--- src/sv/srs_pkg.sv ---
// Package for the streaming search and replace block: sizes, types and register codes.
`default_nettype none
package srs_pkg;

  localparam int PATTERN_MAX = 8;
  localparam int REPLACE_MAX = 8;
  localparam int RES_MAX     = (PATTERN_MAX > REPLACE_MAX) ? PATTERN_MAX : REPLACE_MAX;
  localparam int HELD_W      = $clog2(PATTERN_MAX);
  localparam int CNT_W       = $clog2(RES_MAX + 1);
  localparam int LEN_W       = 4;
  localparam int CFG_W       = 64;

  typedef logic [7:0] byte_t;
  typedef logic [PATTERN_MAX-1:0][7:0] pat_vec_t;
  typedef logic [RES_MAX-1:0][7:0] res_vec_t;

  typedef enum logic [1:0] {
    CFG_PATTERN_BYTES      = 2'd0,
    CFG_PATTERN_LENGTH     = 2'd1,
    CFG_REPLACEMENT_BYTES  = 2'd2,
    CFG_REPLACEMENT_LENGTH = 2'd3
  } cfg_idx_t;

endpackage
`default_nettype wire

--- src/sv/srs_stream_if.sv ---
// Stream interfaces for the input and result channels of the search and replace block.
`default_nettype none
interface srs_in_if;
  logic       valid;
  logic       ready;
  logic [7:0] in_byte;
  logic       is_last;

  modport source (output valid, output in_byte, output is_last, input ready);
  modport sink   (input valid, input in_byte, input is_last, output ready);
endinterface

interface srs_out_if;
  logic       valid;
  logic       ready;
  logic [7:0] out_byte;
  logic       out_empty;
  logic       out_last;

  modport source (output valid, output out_byte, output out_empty, output out_last, input ready);
  modport sink   (input valid, input out_byte, input out_empty, input out_last, output ready);
endinterface
`default_nettype wire

--- src/sv/substring_replace_stream_core.sv ---
// Streaming search and replace: each input word is registered, matched against the
// configured pattern in combinational logic and its results are loaded into a result
// buffer that drains one word per cycle while the output is ready. A word that yields
// one result (or none) does not stall the input, so plain text flows at one word per
// cycle while the output is ready. A word that yields several results (a completed match,
// bytes released when a partial match fails, or the held tail flushed at the end of a
// string) holds the output until all its words (up to eight) drain, and the input side
// stalls until the last of them is popped. The result buffer is the only shared resource
// that sets the rate. Configuration must be written only while idle; the block does not
// enforce this. A write of the pattern or its length drops any partly matched bytes.
`default_nettype none
module substring_replace_stream_core import srs_pkg::*; (
  input  wire logic             clk,
  input  wire logic             rst_n,
  srs_in_if.sink                in_chan,
  srs_out_if.source             out_chan,
  input  wire logic             cfg_we,
  input  wire logic [1:0]       cfg_index,
  input  wire logic [CFG_W-1:0] cfg_wdata
);

  // Configuration registers
  pat_vec_t         pat_r;
  logic [LEN_W-1:0] plen_r;
  res_vec_t         rep_r;
  logic [LEN_W-1:0] rlen_r;

  // Input register
  logic             in_valid_r;
  byte_t            in_byte_r;
  logic             in_last_r;

  // Partial match state
  pat_vec_t          held_r;
  logic [HELD_W-1:0] held_cnt_r;

  // Result buffer, entry 0 is on the output
  res_vec_t         res_r;
  logic [CNT_W-1:0] res_cnt_r;
  logic             res_last_r;
  logic             res_empty_r;

  logic              xfer;
  logic              pop;
  logic [LEN_W-1:0]  plen_eff;
  logic [LEN_W-1:0]  rlen_eff;
  logic [LEN_W-1:0]  plen_m1;
  logic [HELD_W-1:0] h;
  logic [CNT_W-1:0]  cnt;
  pat_vec_t          buf_b;
  logic [PATTERN_MAX-1:0] ok;
  logic [CNT_W-1:0]  s_sel;
  logic [CNT_W-1:0]  idx;
  logic              full;
  pat_vec_t          held_nxt;
  logic [HELD_W-1:0] held_cnt_nxt;
  res_vec_t          res_nxt;
  logic [CNT_W-1:0]  res_cnt_nxt;
  logic              res_empty_nxt;
  cfg_idx_t          cfg_sel;

  assign pop  = out_chan.valid && out_chan.ready;
  // A new word moves into the result buffer once the buffer is empty or losing its last entry
  assign xfer = in_valid_r && ((res_cnt_r == '0) || (res_cnt_r == CNT_W'(1) && out_chan.ready));

  assign in_chan.ready      = !in_valid_r || xfer;
  assign out_chan.valid     = (res_cnt_r != '0);
  assign out_chan.out_byte  = res_r[0];
  assign out_chan.out_empty = res_empty_r;
  assign out_chan.out_last  = res_last_r && (res_cnt_r == CNT_W'(1));

  assign cfg_sel = cfg_idx_t'(cfg_index);

  always_comb begin
    plen_eff = (plen_r > LEN_W'(PATTERN_MAX)) ? LEN_W'(PATTERN_MAX) : plen_r;
    rlen_eff = (rlen_r > LEN_W'(REPLACE_MAX)) ? LEN_W'(REPLACE_MAX) : rlen_r;
    plen_m1  = plen_eff - LEN_W'(1);
    h   = ({1'b0, held_cnt_r} > plen_m1) ? plen_m1[HELD_W-1:0] : held_cnt_r;
    cnt = CNT_W'(h) + CNT_W'(1);

    // Held bytes followed by the incoming byte
    for (int i = 0; i < PATTERN_MAX; i++) begin
      buf_b[i] = (HELD_W'(i) < h) ? held_r[i] : in_byte_r;
    end

    // ok[s]: the bytes from position s to the end form a prefix of the pattern
    for (int s = 0; s < PATTERN_MAX; s++) begin
      ok[s] = (CNT_W'(s) < cnt);
      for (int i = 0; i < PATTERN_MAX; i++) begin
        if (s + i < PATTERN_MAX) begin
          if ((CNT_W'(s + i) < cnt) && (buf_b[s + i] != pat_r[i])) begin
            ok[s] = 1'b0;
          end
        end
      end
    end

    s_sel = cnt;
    for (int s = PATTERN_MAX - 1; s >= 0; s--) begin
      if (ok[s]) begin
        s_sel = CNT_W'(s);
      end
    end
    full = ok[0] && (cnt == CNT_W'(plen_eff));

    for (int k = 0; k < PATTERN_MAX; k++) begin
      idx = s_sel + CNT_W'(k);
      held_nxt[k] = buf_b[idx[HELD_W-1:0]];
    end
    held_cnt_nxt = HELD_W'(cnt - s_sel);

    res_nxt       = '0;
    res_cnt_nxt   = '0;
    res_empty_nxt = 1'b0;
    if (plen_eff == '0) begin
      res_nxt[0]   = in_byte_r;
      res_cnt_nxt  = CNT_W'(1);
      held_cnt_nxt = '0;
    end else if (full) begin
      res_nxt      = rep_r;
      res_cnt_nxt  = CNT_W'(rlen_eff);
      held_cnt_nxt = '0;
    end else begin
      for (int i = 0; i < PATTERN_MAX; i++) begin
        res_nxt[i] = buf_b[i];
      end
      // On the last word the held tail is flushed behind the released bytes
      res_cnt_nxt = in_last_r ? cnt : s_sel;
    end

    if (in_last_r) begin
      held_cnt_nxt = '0;
      if (res_cnt_nxt == '0) begin
        res_nxt       = '0;
        res_cnt_nxt   = CNT_W'(1);
        res_empty_nxt = 1'b1;
      end
    end
  end

  always_ff @(posedge clk) begin
    if (!rst_n) begin
      in_valid_r  <= 1'b0;
      held_cnt_r  <= '0;
      res_cnt_r   <= '0;
      res_last_r  <= 1'b0;
      res_empty_r <= 1'b0;
      pat_r       <= '0;
      plen_r      <= '0;
      rep_r       <= '0;
      rlen_r      <= '0;
    end else begin
      if (in_chan.valid && in_chan.ready) begin
        in_valid_r <= 1'b1;
        in_byte_r  <= in_chan.in_byte;
        in_last_r  <= in_chan.is_last;
      end else if (xfer) begin
        in_valid_r <= 1'b0;
      end

      if (xfer) begin
        res_r       <= res_nxt;
        res_cnt_r   <= res_cnt_nxt;
        res_last_r  <= in_last_r;
        res_empty_r <= res_empty_nxt;
        held_r      <= held_nxt;
        held_cnt_r  <= held_cnt_nxt;
      end else if (pop) begin
        res_r     <= res_r >> 8;
        res_cnt_r <= res_cnt_r - CNT_W'(1);
      end

      if (cfg_we) begin
        unique case (cfg_sel)
          CFG_PATTERN_BYTES: begin
            pat_r      <= cfg_wdata;
            held_cnt_r <= '0;
          end
          CFG_PATTERN_LENGTH: begin
            plen_r     <= cfg_wdata[LEN_W-1:0];
            held_cnt_r <= '0;
          end
          CFG_REPLACEMENT_BYTES: begin
            rep_r <= cfg_wdata;
          end
          CFG_REPLACEMENT_LENGTH: begin
            rlen_r <= cfg_wdata[LEN_W-1:0];
          end
          default: begin
          end
        endcase
      end
    end
  end

`ifndef SYNTHESIS
  // An empty result only ever closes a string
  a_empty_is_last: assert property (@(posedge clk) disable iff (!rst_n)
    (out_chan.valid && out_chan.out_empty) |-> out_chan.out_last)
    else $error("empty result without end mark");

  // Fewer bytes are held than the pattern is long
  a_held_below_len: assert property (@(posedge clk) disable iff (!rst_n)
    (held_cnt_r == '0) || (CNT_W'(held_cnt_r) < CNT_W'(plen_eff)))
    else $error("held count not below pattern length");

  // With an empty result buffer the input side never stalls
  a_ready_when_drained: assert property (@(posedge clk) disable iff (!rst_n)
    (res_cnt_r == '0) |-> in_chan.ready)
    else $error("input stalled with empty result buffer");

  // A word taken into the buffer leaves the input register free unless refilled
  a_xfer_frees_input: assert property (@(posedge clk) disable iff (!rst_n)
    (xfer && !in_chan.valid) |=> !in_valid_r)
    else $error("input register not released after transfer");
`endif

endmodule
`default_nettype wire
--- src/flat_wrapper.sv ---
// flat-port wrapper written by rule: the top's interface ports become plain ports
module substring_replace_stream_core_flat import srs_pkg::*;
  (clk, rst_n, cfg_we, cfg_index, cfg_wdata, in_chan_valid, in_chan_in_byte, in_chan_is_last, in_chan_ready, out_chan_valid, out_chan_out_byte, out_chan_out_empty, out_chan_out_last, out_chan_ready);
  srs_in_if in_chan_i ();
  srs_out_if out_chan_i ();
  input  wire logic clk;
  input  wire logic rst_n;
  input  wire logic cfg_we;
  input  wire logic [1:0] cfg_index;
  input  wire logic [CFG_W-1:0] cfg_wdata;
  input wire logic [$bits(in_chan_i.valid)-1:0] in_chan_valid;
  input wire logic [$bits(in_chan_i.in_byte)-1:0] in_chan_in_byte;
  input wire logic [$bits(in_chan_i.is_last)-1:0] in_chan_is_last;
  output wire logic [$bits(in_chan_i.ready)-1:0] in_chan_ready;
  output wire logic [$bits(out_chan_i.valid)-1:0] out_chan_valid;
  output wire logic [$bits(out_chan_i.out_byte)-1:0] out_chan_out_byte;
  output wire logic [$bits(out_chan_i.out_empty)-1:0] out_chan_out_empty;
  output wire logic [$bits(out_chan_i.out_last)-1:0] out_chan_out_last;
  input wire logic [$bits(out_chan_i.ready)-1:0] out_chan_ready;
  assign in_chan_i.valid = in_chan_valid;
  assign in_chan_i.in_byte = in_chan_in_byte;
  assign in_chan_i.is_last = in_chan_is_last;
  assign in_chan_ready = in_chan_i.ready;
  assign out_chan_valid = out_chan_i.valid;
  assign out_chan_out_byte = out_chan_i.out_byte;
  assign out_chan_out_empty = out_chan_i.out_empty;
  assign out_chan_out_last = out_chan_i.out_last;
  assign out_chan_i.ready = out_chan_ready;
  substring_replace_stream_core u_core (.clk(clk), .rst_n(rst_n), .in_chan(in_chan_i), .out_chan(out_chan_i), .cfg_we(cfg_we), .cfg_index(cfg_index), .cfg_wdata(cfg_wdata));
endmodule
--- config.mk ---
export PLATFORM = sky130hd
export DESIGN_NAME = substring_replace_stream_core_flat
export DESIGN_NICKNAME = d
export VERILOG_FILES = /design/src/sv/srs_pkg.sv /design/src/sv/srs_stream_if.sv /design/src/sv/substring_replace_stream_core.sv /design/src/flat_wrapper.sv
export SDC_FILE = /design/constraint.sdc
export NUM_CORES = 1
export LEC_CHECK = 0
export BUFFER_PORTS_ARGS = -buffer_cell sky130_fd_sc_hd__buf_4
export CAP_MARGIN = 30
export CORE_MARGIN = 10
export CORE_UTILIZATION = 50
export CTS_CLUSTER_DIAMETER = 80
export CTS_CLUSTER_SIZE = 28
export DETAILED_ROUTE_END_ITERATION = 8
export PLACE_DENSITY = 0.67
export SETUP_SLACK_MARGIN = 0.2
export SLEW_MARGIN = 40
export SYNTH_ARGS = -nofsm -noshare
export SYNTH_HDL_FRONTEND = slang
export SYNTH_SLANG_ARGS = --single-unit
export TNS_END_PERCENT = 100
--- constraint.sdc ---
create_clock -name clk -period 11.2 [get_ports clk]
set_input_delay 3.36 -clock clk [delete_from_list [all_inputs] [get_ports clk]]
set_output_delay 3.36 -clock clk [all_outputs]
set_load 0.005 [all_outputs]
==> impl_results.md <==
* FFs w/ async S/R, synth at 0
* Net Count, Synth at 2826
* # port buffers at 91
* Crit path capture type: flip-flop
* Sink Count at 275
* CTS tree: built
* Worst setup SP type: flip-flop
* Worst slew margin at 0.318
* Max clock buf depth at 3
* Power, Total at 2.99 mW
* MaxCap Viol Count at 0
* CTS clock-pin slew for the worst setup and hold paths at 100 ps
* Nets at 2746
* Area contributors post-synth: edfxtp_1 (18%), dfxtp_1 (13%), nand2_1 (7.6%)
* Status: completed
* Worst path cell trace: or3_1, nand3_4, inv_4, ha_1, and3b_1, o21ai_2, buf_4, nor2_1, buf_4, o21ai_1, ha_1, nand2_1, a21oi_1, a22oi_1, o221ai_1, a31oi_1, a211oi_1, nand2_1, nand2_2, buf_4, clkinv_1, ha_1, xnor2_4, mux2_2
* Synth cell types at 97
* DR WL/cell at 33.1 um
* Period utilization at 0.825
* Main synth FF type: dfxtp_1
* Worst EP required at 11480 ps
* Min-delay worst type: flip-flop to flip-flop
* Worst slew pin tran at 1010 ps
* CP max stage delay at 810 ps
* PwrDens at 126 nW/um2
* # DRC at 0
* Vias in the first global route at 20900
* Largest net degree at the start of global routing at 80
* Antenna violations before repair at 7
* Final min period at 9240 ps
* Total negative setup slack at 0 ps
* Crit Path Class: flip-flop to flip-flop
* P&R area growth vs syn at 7.96%
* # setup viols final at 0
* Via Count at 22700
* Layout cell share with drive strength beyond 1 at 0.133
* Synth warnings at 0
* Iter 0 DRT Violations at 3475
* Static Leak at 9.06 nW
* Core area at 43300 um2
* Slew Viols, Final at 0
* Routability cong. at 1.10
* Fin util at 0.549
* CTS H-tree lvls at 1
* Post-synth top area share at 0.176
* Mean post-synth cell area at 8.05 um2
* Clk_skew at 38.2 ps
* Root Driver: clkbuf_16
* CP max stage cell: dfxtp_1
* Vias per cell at 6.96
* Worst-skew pair later-pin latency at 550 ps
* # IOs at 92
* Fmax at 108 MHz
* Die X at 230 um
* Post-DP HPWL at 79.5 mm
* Fillers at 4015
* Die H at 230 um
* Dominant cell type by area after synthesis: edfxtp_1
* Tot GR Track Use at 0.389
* Setup Buffers After CTS at 0
* # rows at 76
* GRT busiest layer: met2
* RSZ-0062 raised after global routing: no
* CP arrival at 9520 ps
* Peak supply drop at 0.145 mV
* First-pass GRT wire length at 151 mm
* Cells after synthesis at 2734
* Gr ovfl total at 0
* Seq/Total Area, Yosys at 0.309
* Final Hold Vio Count at 0
* Grt met3 use at 0.119
* Synthesized area at 22000 um2
* EDFF count, synth at 129
* Met2 Usage GRT at 0.570
* Post-cts repair resize count at 0
* Final wirelength at 108 mm
* Num CTS Buffers at 18
* Synth Register Bits at 275
* CP max FO at 75
* M1 GR Usage at 0.491
* Starting Density at 0.509
* Initial DRT Pass Iterations at 7
* Die area at 52800 um2
* Final ANT Viol Nets at 0
* Cts hold-fix bufs at 0
-- layout make-up --
class / instances / area (um2) / area share
Clock buffer: 20 / 479 / 0.0202
Timing Repair Buffer: 172 / 1310 / 0.0552
Sequential cell: 275 / 6800 / 0.286
Inverter: 73 / 277 / 0.0116
Clock inverter: 12 / 196 / 0.00827
Multi-Input combinational cell: 2114 / 14000 / 0.587
Tap cell: 585 / 732 / 0.0308
Antenna cell: 3 / 7.51 / 0.000316
-- cell usage in the layout (no fill, tap or decap), types with 66 or more instances in the layout --
| cell | netlist | final |
|---|---|---|
| a21boi_0 | 134 | 134 |
| a21oi_1 | 148 | 144 |
| buf_4 | 14 | 168 |
| dfxtp_1 | 146 | 142 |
| edfxtp_1 | 129 | 129 |
| inv_1 | 66 | 66 |
| mux2i_1 | 137 | 134 |
| nand2_1 | 447 | 445 |
| nor2_1 | 163 | 161 |
| o21ai_0 | 125 | 123 |
| xnor2_1 | 126 | 126 |
| xor2_1 | 114 | 113 |
-- state kept, by name (all words and copies together), names as in the netlist --
| register | flops |
|---|---|
| u_core.in_valid_r | 1 |
| u_core.res_cnt_r | 4 |
| u_core.plen_r | 4 |
| u_core.rlen_r | 4 |
| u_core.out_chan.out_byte | 8 |
| u_core.out_chan.out_empty | 1 |
| u_core.res_r | 56 |
| u_core.in_last_r | 1 |
| u_core.pat_r | 64 |
| u_core.held_r | 56 |
| u_core.rep_r | 64 |
| u_core.held_cnt_r | 3 |
| u_core.res_last_r | 1 |
| u_core.in_byte_r | 8 |
-- metal layers --
layer / vias to the layer above / part of all wire
li1: 9581 / -
met1: 10800 / 0.37
met2: 1796 / 0.42
met3: 446 / 0.14
met4: 2 / 0.076
met5: - / 0.000065
-- cell families (layout without fill, tap and decap cells) --
| group | after synthesis | after routing | share of synthesized area |
|---|---|---|---|
| DFF | 275 | 275 | 0.309 |
| AOI/OAI and AO/OA | 741 | 741 | 0.229 |
| other | 0 | 3 | 0 |
| and+or+nand+nor | 935 | 935 | 0.197 |
| buffers and inverters | 345 | 277 | 0.0663 |
| xor gates and xnor gates | 242 | 242 | 0.0970 |
| adders and majority gates | 12 | 12 | 0.00716 |
| muxes | 184 | 184 | 0.0945 |
-- critical path, delay by kind of cell (launching register included) --
kind,cells,cell delay [ps]
adder cells (fa/ha/maj),3,1230
AO/OA/AOI/OAI,7,2290
AND/OR/NAND/NOR,7,1550
flip-flops,1,810
XOR/XNOR,1,560
buffers and inverters,5,2040
multiplexers,1,410
-- path summary, 6_finish.rpt --
kind | start | to | slack [ps] | depth (start not counted)
hold / removal | u_core.rep_r[9] | u_core.rep_r[9] | 470 | 2
setup / recovery | u_core.plen_r[0] | u_core.held_r[40] | 1960 | 24
setup reg to reg | u_core.plen_r[0] | u_core.held_r[40] | 1960 | 24
hold reg to reg | u_core.rep_r[9] | u_core.rep_r[9] | 470 | 2
-- cells in the mapped netlist (all sizes together) (8+ instances only) --
cell type and count:
a21boi 134, mux2 31, or2 12, a31oi 22, o2111ai 12, a21o 14
mux2i 138, o211ai 35, o221ai 14, clkbuf 197, o311ai 11, dfxtp 146
o22ai 30, a2111oi 15, o21a 8, nand2b 34, xor2 114, nand2 447
xnor2 128, a221oi 12, inv 68, edfxtp 129, nand4 27, nor2b 33
nor3 49, nor2 166, a22oi 13, or4 10, and2 16, buf 75
ha 11, and3 16, o31ai 20, a21oi 151, nor4 36, a211oi 32
o21ai 164, or3 9, nand3 54, mux4 15
-- report_power, final --
group	internal (mW)	switching, mW	total (mW)	leakage, nW
Clock	0.365	0.419	0.784	0.319
Sequential	1.21	0.156	1.36	2.38
Combinational	0.299	0.544	0.843	6.36
Total	1.87	1.12	2.99	9.06
-- stage by stage --
stage | setup WS (ps) | hold WS, ps | area, um2 | cells
after global placement | 2240 | 450 | 22900 | 3215
after floorplan | 2930 | 439 | 22000 | 2734
final | 1960 | 466 | 23800 | 3254
after CTS | 2160 | 468 | 23700 | 3249
after global routing | 1390 | 493 | 23800 | 3251
after detailed placement | 2220 | 455 | 23000 | 3217
Note: power is estimated with default switching activity, not from simulation.
